==> src/rtl/core/complex_arith_unit_assert.svh <==
// Assertion macros shared by the complex arithmetic unit modules.
// Expects i_clk and i_rst_n in the scope where a macro is used.
`ifndef COMPLEX_ARITH_UNIT_ASSERT_SVH
`define COMPLEX_ARITH_UNIT_ASSERT_SVH
`ifndef NO_ASSERTIONS
`define CAU_ASSERT(lbl, prop) \
    lbl: assert property (@(posedge i_clk) disable iff (!i_rst_n) prop) \
        else $error("complex_arith_unit assertion failed");
`define CAU_ASSERT_IMPL(lbl, ante, cons) \
    lbl: assert property (@(posedge i_clk) disable iff (!i_rst_n) (ante) |-> (cons)) \
        else $error("complex_arith_unit assertion failed");
`else
`define CAU_ASSERT(lbl, prop)
`define CAU_ASSERT_IMPL(lbl, ante, cons)
`endif
`endif

==> src/rtl/core/cau_pkg.sv <==
// Types and constants of the complex arithmetic unit.
// Used by every module of the unit; depends on nothing.
`default_nettype none
package cau_pkg;

    localparam int DATA_W = 32;
    localparam int FRAC_W = 16;
    localparam int PROD_W = 2 * DATA_W;

    typedef enum logic [1:0] {
        OP_ADD = 2'd0,
        OP_SUB = 2'd1,
        OP_MUL = 2'd2,
        OP_DIV = 2'd3
    } t_op;

    typedef enum logic [1:0] {
        ST_OK  = 2'd0,
        ST_SAT = 2'd1,
        ST_DZ  = 2'd2
    } t_status;

    typedef struct packed {
        logic [1:0]                opcode;
        logic signed [DATA_W-1:0]  a_re;
        logic signed [DATA_W-1:0]  a_im;
        logic signed [DATA_W-1:0]  b_re;
        logic signed [DATA_W-1:0]  b_im;
    } t_in_item;

    typedef struct packed {
        logic signed [DATA_W-1:0]  res_re;
        logic signed [DATA_W-1:0]  res_im;
        t_status                   status;
    } t_out_item;

    // Classified item passed from the front end through the queue.
    typedef struct packed {
        t_op                       op;
        logic                      dz;
        logic signed [DATA_W-1:0]  a_re;
        logic signed [DATA_W-1:0]  a_im;
        logic signed [DATA_W-1:0]  b_re;
        logic signed [DATA_W-1:0]  b_im;
    } t_work;

    // Handshake between queue and back end.
    typedef struct packed {
        logic valid;
        logic pop;
    } t_q_ctl;

endpackage
`default_nettype wire

==> src/rtl/core/cau_front.sv <==
// Front end: accepts items, decodes the opcode and flags division by zero.
// Depends on cau_pkg.
`default_nettype none
module cau_front
    import cau_pkg::*;
(
    input  wire logic     i_clk,
    input  wire logic     i_rst_n,
    input  wire logic     i_in_valid,
    output logic          o_in_ready,
    input  wire t_in_item i_in_item,
    output logic          o_push,
    output t_work         o_push_item,
    input  wire logic     i_q_ready
);

    logic  r_valid;
    t_work r_item;
    t_work n_item;

    assign o_in_ready  = !r_valid || i_q_ready;
    assign o_push      = r_valid && i_q_ready;
    assign o_push_item = r_item;

    always_comb begin
        n_item.op   = t_op'(i_in_item.opcode);
        n_item.dz   = (t_op'(i_in_item.opcode) == OP_DIV) &&
                      (i_in_item.b_re == '0) && (i_in_item.b_im == '0);
        n_item.a_re = i_in_item.a_re;
        n_item.a_im = i_in_item.a_im;
        n_item.b_re = i_in_item.b_re;
        n_item.b_im = i_in_item.b_im;
    end

    always_ff @(posedge i_clk) begin
        if (!i_rst_n) begin
            r_valid <= 1'b0;
        end else if (o_in_ready) begin
            r_valid <= i_in_valid;
        end
    end

    always_ff @(posedge i_clk) begin
        if (o_in_ready && i_in_valid) begin
            r_item <= n_item;
        end
    end

endmodule
`default_nettype wire

==> config.mk <==
export PLATFORM = sky130hd
export DESIGN_NAME = cau_front
export DESIGN_NICKNAME = d
export VERILOG_FILES = /design/src/rtl/core/complex_arith_unit_assert.svh /design/src/rtl/core/cau_pkg.sv /design/src/rtl/core/cau_front.sv
export SDC_FILE = /design/constraint.sdc
export NUM_CORES = 1
export LEC_CHECK = 0
export BUFFER_PORTS_ARGS = -buffer_cell sky130_fd_sc_hd__buf_2
export CAP_MARGIN = 5
export CORE_MARGIN = 1
export CORE_UTILIZATION = 40
export DETAILED_ROUTE_END_ITERATION = 10
export PLACE_DENSITY = 0.78
export SETUP_SLACK_MARGIN = 0.3
export SLEW_MARGIN = 20
export SYNTH_ARGS = -nofsm -noshare
export SYNTH_HDL_FRONTEND = slang
export SYNTH_SLANG_ARGS = --single-unit
export TNS_END_PERCENT = 50
==> constraint.sdc <==
create_clock -name i_clk -period 5.98 [get_ports i_clk]
set_input_delay 0.897 -clock i_clk [delete_from_list [all_inputs] [get_ports i_clk]]
set_output_delay 0.897 -clock i_clk [all_outputs]
set_load 0.01 [all_outputs]
==> results.yml <==
logic_synthesis:
  seq_area_frac_synth_pct: 95.6
  ys_seq_elements: 132
  netlist_area_um2: 4140
  synth_nets: 294
  netlist_instances: 160
  yosysWarnings: 0
  synth.avg_cell_area_um2: 25.9
  synthDistinctLibCells: 13
final_layout:
  multi_input_area_um2: 181
  layout.nets: 580
  finish.utilization_pct: 62.6
  seqCellArea_um2: 3950
  syn_to_final_growth_pct: 49.9
  fillers: 760
  num_antenna_cells: 0
  drive_gt1_share_pct: 65.1
  final_common_cell: "buf_2"
  final_cell_mix: "266 x buf_2, 131 x edfxtp_1, 16 x clkbuf_16"
worst_setup_path:
  cp-start-kind: "input pin"
  critPathKind: "in -> reg"
  required_ns: 6.11
  reg2reg_to: "o_push_item[128]$_DFFE_PP_"
  reg2reg_depth: 3
  r2r_slack_ns: 3.64
  critical_path_arrival_ns: 2.67
  r2r_start: "r_valid$_SDFFE_PN0N_"
  endpoint_kind: "flip-flop"
  crit_fanout: 78
timing:
  setup_ws_ns: 3.45
  worst_pin_slew_ns: 0.988
  maxSlewHeadroom_pct: 34.1
  report.final.slew_viol_count: 0
  max_freq_ghz: 0.395
  setup_violations: 0
  rsz0062_at_grt: "false"
  finalHoldViolCount: 0
  finalCritPeriodShare_pct: 42.4
  tns_ns: 0
  skew_ns: 0.00626
  finalCriticalPeriod_ns: 2.53
min_path:
  hold_class: "reg -> reg"
  hold_start: "r_valid$_SDFFE_PN0N_"
  hold-path-cell-count: 2
  worst_hold_path.endpoint: "r_valid$_SDFFE_PN0N_"
clock_network:
  clock_latency_ns: 0.50
  numClockSinks: 132
  cts_tree: "yes"
  cts.clk_slew.worst_paths_ns: 0.06
  cts_buffer_depth: 2
  ctsRootBufferMaster: "clkbuf_8"
  numCtsBuffers: 17
  cts_resized: 0
  h-tree-depth: 4
  ctsHoldBuffers: 0
  post_cts_buffers: 0
floorplan:
  num_rows: 36
  start_util_pct: 41.7
  dieWidth_um: 104
  die_h_um: 104
  pin_count: 267
  dieArea_um2: 10800
  coreArea_um2: 9910
drt:
  num_vias: 2655
  wire_per_inst_um: 16.5
  wl_mm: 9.77
  drtIter0Drc: 125
  route.antenna.remaining_nets: 0
  dr.pass1.iters: 4
  vias_per_cell: 4.48
  drc: 0
grt:
  gr-total-overflow: 0
  grt_usage_pct: 18.2
  grt_pass1_wl_mm: 14.2
  met3_usage_pct: 7.61
  grt_pass1_vias: 2723
  grt_max_degree: 79
  grt.met1_usage_pct: 18.8
  grt-busiest-layer: "met2"
  grtUsageMet2_pct: 31.7
  antenna_found_initial: 2
run:
  maxCapViolCount: 0
power:
  powerDensity_nw_per_um2: 356
  peakVddDrop_mv: 0.202
  p_leak_uw: 0.00263
run_status:
  status: "finished, final reports clean"
place:
  gp_congestion: 0.767
  pre_cts_ws_ns: 2.93
  io_buffers: 266
==> power by group <==
group / total (uW) / switching, uW / internal [uW]
combinational: 155 / 88.5 / 66.4
clock: 957 / 368 / 589
sequential: 1100 / 12.5 / 1080
total: 2210 / 468 / 1740
==> metrics by stage <==
| step | total power, uW | hold slack [ns] | instance area (um2) | std cells |
|---|---|---|---|---|
| after detailed placement | 1270 | 0.563 | 5640 | 560 |
| final | 2210 | 0.555 | 6200 | 592 |
| after floorplan | 1170 | 0.561 | 4140 | 160 |
| after global routing | 2280 | 0.533 | 6200 | 592 |
| after global placement | 1270 | 0.507 | 5640 | 560 |
| after CTS | 2230 | 0.542 | 6200 | 592 |
==> worst max-delay path by stage <==
stage / from / end / slack (ns) / cells after the start
after floorplan: i_q_ready / o_push_item[0]$_DFFE_PP_ / 1.36 / 2
after detailed placement: i_q_ready / o_push_item[15]$_DFFE_PP_ / 2.93 / 4
after global routing: i_q_ready / o_push_item[26]$_DFFE_PP_ / 3.31 / 4
final: i_q_ready / o_push_item[128]$_DFFE_PP_ / 3.45 / 4
after CTS: i_q_ready / o_push_item[39]$_DFFE_PP_ / 3.46 / 4
after global placement: i_q_ready / o_push_item[17]$_DFFE_PP_ / 3.03 / 4
==> worst max-delay path: stages <==
cell and delay [ns]:
buf_2 0.08, nand2b_1 0.13, and2_4 0.79, buf_4 0.68
==> cell families (layout without fill, tap and decap cells) <==
logic type             count (synthesis)  count (layout)  synth area share (%)
AOI/OAI and AO/OA                      1               1                 0.182
and+or+nand+nor                       26              26                  4.14
DFF                                  132             132                  95.6
buffers and inverters                  1             300                0.0907
==> area by class of cell <==
class,instances,share of cell area (%)
inverters,1,0.0605
clock inverters,14,2.22
multi-input cells,27,2.93
clock buffers,18,6.74
well taps,133,2.68
repair buffers,267,21.6
flip-flops and latches,132,63.8
==> synthesized netlist by cell type <==
cell,instances,share of area [%]
a21boi_0,1,0.18
and2_1,2,0.30
and4_1,1,0.21
dfxtp_1,1,0.48
edfxtp_1,131,95
inv_1,1,0.091
nand2b_1,1,0.15
nand3_1,2,0.24
nand4_1,2,0.30
nor2_1,1,0.091
nor4_1,14,2.1
nor4_2,1,0.30
nor4b_1,2,0.42
==> routing by layer <==
layer | share of wire (%) | up-vias
li1 | - | 1248
met1 | 36 | 1213
met2 | 52 | 164
met3 | 9.5 | 26
met4 | 2.5 | 4
met5 | 0.34 | -
==> flip-flops by register name (all words and copies together), names as in the netlist <==
| register | flops |
|---|---|
| r_valid | 1 |
| o_push_item | 131 |
No activity file was read; power rests on OpenSTA's default activity.
