--- src/rtl/core/complex_arith_unit_assert.svh ---
// Assertion macros shared by the complex arithmetic unit modules.
// Expects i_clk and i_rst_n in the scope where a macro is used.
`ifndef COMPLEX_ARITH_UNIT_ASSERT_SVH
`define COMPLEX_ARITH_UNIT_ASSERT_SVH
`ifndef NO_ASSERTIONS
`define CAU_ASSERT(lbl, prop) \
    lbl: assert property (@(posedge i_clk) disable iff (!i_rst_n) prop) \
        else $error("complex_arith_unit assertion failed");
`define CAU_ASSERT_IMPL(lbl, ante, cons) \
    lbl: assert property (@(posedge i_clk) disable iff (!i_rst_n) (ante) |-> (cons)) \
        else $error("complex_arith_unit assertion failed");
`else
`define CAU_ASSERT(lbl, prop)
`define CAU_ASSERT_IMPL(lbl, ante, cons)
`endif
`endif

--- src/rtl/core/cau_pkg.sv ---
// Types and constants of the complex arithmetic unit.
// Used by every module of the unit; depends on nothing.
`default_nettype none
package cau_pkg;

    localparam int DATA_W = 32;
    localparam int FRAC_W = 16;
    localparam int PROD_W = 2 * DATA_W;

    typedef enum logic [1:0] {
        OP_ADD = 2'd0,
        OP_SUB = 2'd1,
        OP_MUL = 2'd2,
        OP_DIV = 2'd3
    } t_op;

    typedef enum logic [1:0] {
        ST_OK  = 2'd0,
        ST_SAT = 2'd1,
        ST_DZ  = 2'd2
    } t_status;

    typedef struct packed {
        logic [1:0]                opcode;
        logic signed [DATA_W-1:0]  a_re;
        logic signed [DATA_W-1:0]  a_im;
        logic signed [DATA_W-1:0]  b_re;
        logic signed [DATA_W-1:0]  b_im;
    } t_in_item;

    typedef struct packed {
        logic signed [DATA_W-1:0]  res_re;
        logic signed [DATA_W-1:0]  res_im;
        t_status                   status;
    } t_out_item;

    // Classified item passed from the front end through the queue.
    typedef struct packed {
        t_op                       op;
        logic                      dz;
        logic signed [DATA_W-1:0]  a_re;
        logic signed [DATA_W-1:0]  a_im;
        logic signed [DATA_W-1:0]  b_re;
        logic signed [DATA_W-1:0]  b_im;
    } t_work;

    // Handshake between queue and back end.
    typedef struct packed {
        logic valid;
        logic pop;
    } t_q_ctl;

endpackage
`default_nettype wire

--- src/rtl/core/cau_queue.sv ---
// Four-entry queue between the front end and the back end.
// Depends on cau_pkg and the assertion macro header.
`default_nettype none
module cau_queue
    import cau_pkg::*;
(
    input  wire logic   i_clk,
    input  wire logic   i_rst_n,
    input  wire logic   i_push,
    input  wire t_work  i_push_item,
    output logic        o_ready,
    input  wire t_q_ctl i_ctl_pop,
    output t_q_ctl      o_ctl,
    output t_work       o_head
);

    localparam int DEPTH = 4;
    localparam int AW    = $clog2(DEPTH);

    t_work          r_mem [DEPTH];
    logic [AW-1:0]  r_wr;
    logic [AW-1:0]  r_rd;
    logic [AW:0]    r_cnt;
    logic           pop;

    assign pop         = i_ctl_pop.pop;
    assign o_ready     = r_cnt != (AW+1)'(DEPTH);
    assign o_ctl.valid = r_cnt != '0;
    assign o_ctl.pop   = pop;
    assign o_head      = r_mem[r_rd];

    always_ff @(posedge i_clk) begin
        if (!i_rst_n) begin
            r_wr  <= '0;
            r_rd  <= '0;
            r_cnt <= '0;
        end else begin
            if (i_push) begin
                r_wr <= r_wr + 1'b1;
            end
            if (pop) begin
                r_rd <= r_rd + 1'b1;
            end
            if (i_push && !pop) begin
                r_cnt <= r_cnt + 1'b1;
            end else if (pop && !i_push) begin
                r_cnt <= r_cnt - 1'b1;
            end
        end
    end

    always_ff @(posedge i_clk) begin
        if (i_push) begin
            r_mem[r_wr] <= i_push_item;
        end
    end

`include "complex_arith_unit_assert.svh"

    `CAU_ASSERT_IMPL(a_no_overrun, i_push && !pop, r_cnt != (AW+1)'(DEPTH))
    `CAU_ASSERT_IMPL(a_no_underrun, pop, r_cnt != '0)
    `CAU_ASSERT(a_cnt_range, r_cnt <= (AW+1)'(DEPTH))

endmodule
`default_nettype wire

--- config.mk ---
export PLATFORM = sky130hd
export DESIGN_NAME = cau_queue
export DESIGN_NICKNAME = d
export VERILOG_FILES = /design/src/rtl/core/cau_pkg.sv /design/src/rtl/core/cau_queue.sv
export VERILOG_INCLUDE_DIRS = /design/src /design/src/rtl/core
export SDC_FILE = /design/constraint.sdc
export NUM_CORES = 1
export LEC_CHECK = 0
export BUFFER_PORTS_ARGS = -buffer_cell sky130_fd_sc_hd__buf_4
export CORE_MARGIN = 2
export CORE_UTILIZATION = 55
export CTS_CLUSTER_DIAMETER = 150
export DETAILED_ROUTE_END_ITERATION = 8
export PLACE_DENSITY_LB_ADDON = 0.1
export SLEW_MARGIN = 20
export SYNTH_ARGS = -nofsm -noshare
export SYNTH_HDL_FRONTEND = slang
export SYNTH_SLANG_ARGS = --single-unit
--- constraint.sdc ---
create_clock -name i_clk -period 5.8 [get_ports i_clk]
set_clock_uncertainty 0.15 [all_clocks]
set_input_delay 0.29 -clock i_clk [delete_from_list [all_inputs] [get_ports i_clk]]
set_output_delay 0.29 -clock i_clk [all_outputs]
set_load 0.01 [all_outputs]
==> flow_results.org <==
** Logic synthesis
- When the netlist entered floorplanning its net count stood at 872.
- The most common cell in the synthesized netlist is edfxtp_1.
- During synthesis, Yosys emitted a total of 0 warnings.
- Of all cell types, the one taking the most synthesized area is edfxtp_1.
- Of the synthesized area, sequential elements account for 0.8219.
- In the synthesized netlist the async set-or-reset flop fraction comes to 0.
- Area fraction of the dominant cell type after synthesis :: 0.8126
- By area the synthesized netlist is led by edfxtp_1 (81%), mux4_2 (15%), dfxtp_1 (0.93%).
- Count of cell types in the netlist :: 21
- For this run, the leading register cell type out of synthesis is edfxtp_1.
- Area of the mapped netlist :: 19360 sq um
- Synth Area per Inst :: 26.53 sq um
- In the synthesized netlist, the cells that appear most often are edfxtp_1 (524), mux4_2 (131), buf_2 (14).
- In this run, synthesis produced a sequential element count of between 500 and 600.
- Counting every instance in the synthesized netlist gives 730.
- In this run, synthesis inferred 524 flip-flops with an integrated enable.

** Clock tree
- The clock passes through at most 3 buffers.
- The clock reaches the later pin of the worst-skew pair after roughly 0.57 ns.
- The H-tree generated during clock tree synthesis spans 2 levels.
- Buffers inserted during post-CTS setup optimization :: 0
- Num CTS Buffers :: 52
- After clock tree synthesis, the clock-pin slew on the worst setup and hold paths is around 0.06 ns.
- In this run, post-CTS hold repair placed 135 buffers.
- The clock drives 533 sinks.
- Post-CTS repair changed the size of 0 cells.
- Clock tree synthesis selected as its root buffer the cell clkbuf_16.
- TritonCTS built the clock tree.

** Power and ir drop
- For this design the ratio of total power to cell area is 344.5 nW/um^2.
- Summed over all cells, the static leakage comes to 8.401 nW.
- IR Drop Worst-Case VDD :: between 200 and 300 uV

** Timing
- In this run the tightest slew margin relative to its limit is 0.4396.
- Time the final worst path needs with I/O delays and setup :: 3.127 ns
- Final slew viol count :: 0
- Total negative slack for setup checks :: 0 ns
- For this run, the top clock speed supported by timing is 0.3198 GHz.
- Unrepaired setup endpoints after global routing :: false
- Final hold violation count :: 0
- Dividing the final minimum period by the clock period gives 0.5391.
- Setup Viol. Count Final :: 0
- For the pin with the worst max-slew slack, the measured transition is 0.8406 ns.

** Final layout
- Final instance count without filler cells :: roughly 1700
- Nets :: 1305
- Number of inserted filler cells in the final layout :: 2043
- The finished cells cover roughly 25000 sq um.
- Share of final-layout standard cells stronger than drive strength 1 :: 0.3962
- Relative to the synthesized area, the layout overhead comes to 27.91%.

** Worst setup path
- The number of cells on the worst reg-to-reg path is 4.
- Critical R2R Launch :: r_wr[0]
- The number of buffers and inverters on the critical path is 2.
- Required time of the critical path :: 5.36 ns
- The cell family contributing the most delay on the critical path is flip-flops.
- Cell count along the critical path :: 3
- Flop-to-flop setup slack :: between 3 and 4 ns
- STA classifies the critical path endpoint as a primary output.
- The slowest stage of the critical path is the dfxtp_4 cell.
- Sequence of cells on the critical path :: buf_12 -> mux4_2 -> buf_4
- Data arrives at the worst endpoint at 2.69 ns.
- STA classifies the critical path startpoint as a register.
- In this design, the stage delay of the slowest critical-path cell is 0.86 ns.
- The worst setup path is of the register to primary output kind.
- Crit Path Max Fanout :: 49
- The worst register-to-register path ends at r_mem[0][59].

** Min path
- Cell depth of the worst hold path :: 2
- Critical hold path startpoint :: i_push_item[79]
- For hold timing, the worst endpoint is r_mem[2][79].
- Worst min-delay path class :: input port to register

** Floorplanning
- Full die area :: 36720 sq um
- For this configuration, the core starts out at a cell density of 0.5592.
- Top-level port count :: 270
- Height of the die :: ~190 um
- In this run the standard cell core region covers between 30000 and 40000 sq um.
- The die is roughly 190 um wide.
- In this run the core area contains 68 standard-cell rows.

** Route
- The final layout contains routed wiring with a total length of 36.40 mm.
- Dividing the detail-routed wire length by the instance count gives 21.97 um.
- The first detailed-routing pass took 4 iterations.
- In the routed layout, each cell is associated on average with a via count of 5.514.
- Via total after detailed routing :: 9136
- For this block, the initial DRC count from the detailed router was between 500 and 600.
- In this run the remaining antenna-violating nets after routing total 0.
- In the routed design, unresolved DRC markers number 0.

** Global routing
- Antenna violations before repair :: 3
- Number of global-route vias before repair :: 9819
- The first global-routing pass estimated 55.10 mm of wire.
- In the global route stage, overall resource usage came out at 0.2011.
- Overflow after GRT :: 0
- Pin count of the biggest net entering global routing :: 113

** Run status
- The flow ran to the end, and the final reports show no timing, DRC or antenna violations.

** Place
- Cell area reported after detailed placement :: 21870 sq um
- The wire-length estimate of the detail-placed layout is 19.91 mm.
- Placed Cells incl. Taps :: ~1400
- The count of buffers added on input and output ports is approximately 270.
- Routability-driven placement finished with a final weighted congestion of ~0.66.

** Job
- Max-cap violations in this run came to 0.
[worst max-delay path by stage]
stage / start / to / slack, ns
2_1_floorplan: r_wr[0] / r_mem[0][0] / 1.60
3_3_place_gp: register / o_head[79] / 3.17
3_5_place_dp: register / o_head[79] / 3.17
4_1_cts: register / o_head[79] / 2.53
5_1_grt: register / o_head[79] / 2.44
6_report: register / o_head[79] / 2.67
[flip-flops by register name (all words and copies together) (netlist names), named ones only]
register,count
r_cnt,3
r_rd,2
r_wr,2
r_mem,524
[power breakdown]
group	switching [W]	leakage, nW	total [W]	internal, W
clock	0.00132	0.746	0.00308	0.00176
sequential	0.0000657	4.89	0.00449	0.00443
combinational	0.000440	2.77	0.000960	0.000520
[logic make-up after synthesis]
group | Yosys count | share of synthesized area
XOR/XNOR | 5 | 0.002262
multiplexers | 133 | 0.1534
adder cells (fa/ha/maj) | 6 | 0.004265
buffers and inverters | 35 | 0.01273
AND/OR/NAND/NOR | 16 | 0.004781
AO/OA/AOI/OAI | 2 | 0.0006461
flip-flops | 533 | 0.8219
[worst reg2reg max path, stage by stage (launching register included)]
cell and delay, ns:
dfxtp_1 0.34, inv_1 0.09, ha_1 0.15, and2_4 0.66
buf_12 0.49
[final cells by class]
type,count,area [sq um],share of cell area
flip-flops and latches,533,15920,0.6429
repair buffers,410,3503,0.1414
multi-input cells,162,3212,0.1297
clock buffers,70,1390,0.05613
well taps,455,569.3,0.02299
clock inverters,20,147.6,0.005961
inverters,4,15.01,0.0006062
diodes,3,7.507,0.0003031
[routing by layer]
| metal | share of wire | wire length [um] | GRT usage | up-vias |
|---|---|---|---|---|
| met3 | 0.069 | 2515 | 0.05207 | 58 |
| met5 | 0 | 0 | 0 | - |
| met1 | 0.41 | 15080 | 0.2675 | 4774 |
| met4 | 0.023 | 827 | 0.06598 | 0 |
| li1 | - | - | - | 4015 |
| met2 | 0.49 | 17980 | 0.3295 | 289 |
[placed cells by master, fill, tap and decap left out, drive strengths merged, types with 3 or more instances in the layout]
cell / count
ha: 5
buf: 275
clkinv: 15
clkbuf: 70
and2: 9
dfxtp: 9
inv: 6
mux4: 131
edfxtp: 524
xor2: 3
dlygate4sd3: 135
diode: 3
[metrics by stage]
stage	util	setup slack [ns]	power, W	hold WS (ns)
after CTS	0.7150	2.525	0.008622	0.2703
after global routing	0.7152	2.445	0.008818	0.2874
after detailed placement	0.6316	3.166	0.005475	0.3417
final	0.7152	2.673	0.008533	0.3004
after global placement	0.6316	3.167	0.005458	0.3401
after floorplan	-	1.599	0.005043	0.2389
Note: power is estimated with default switching activity, not from simulation.
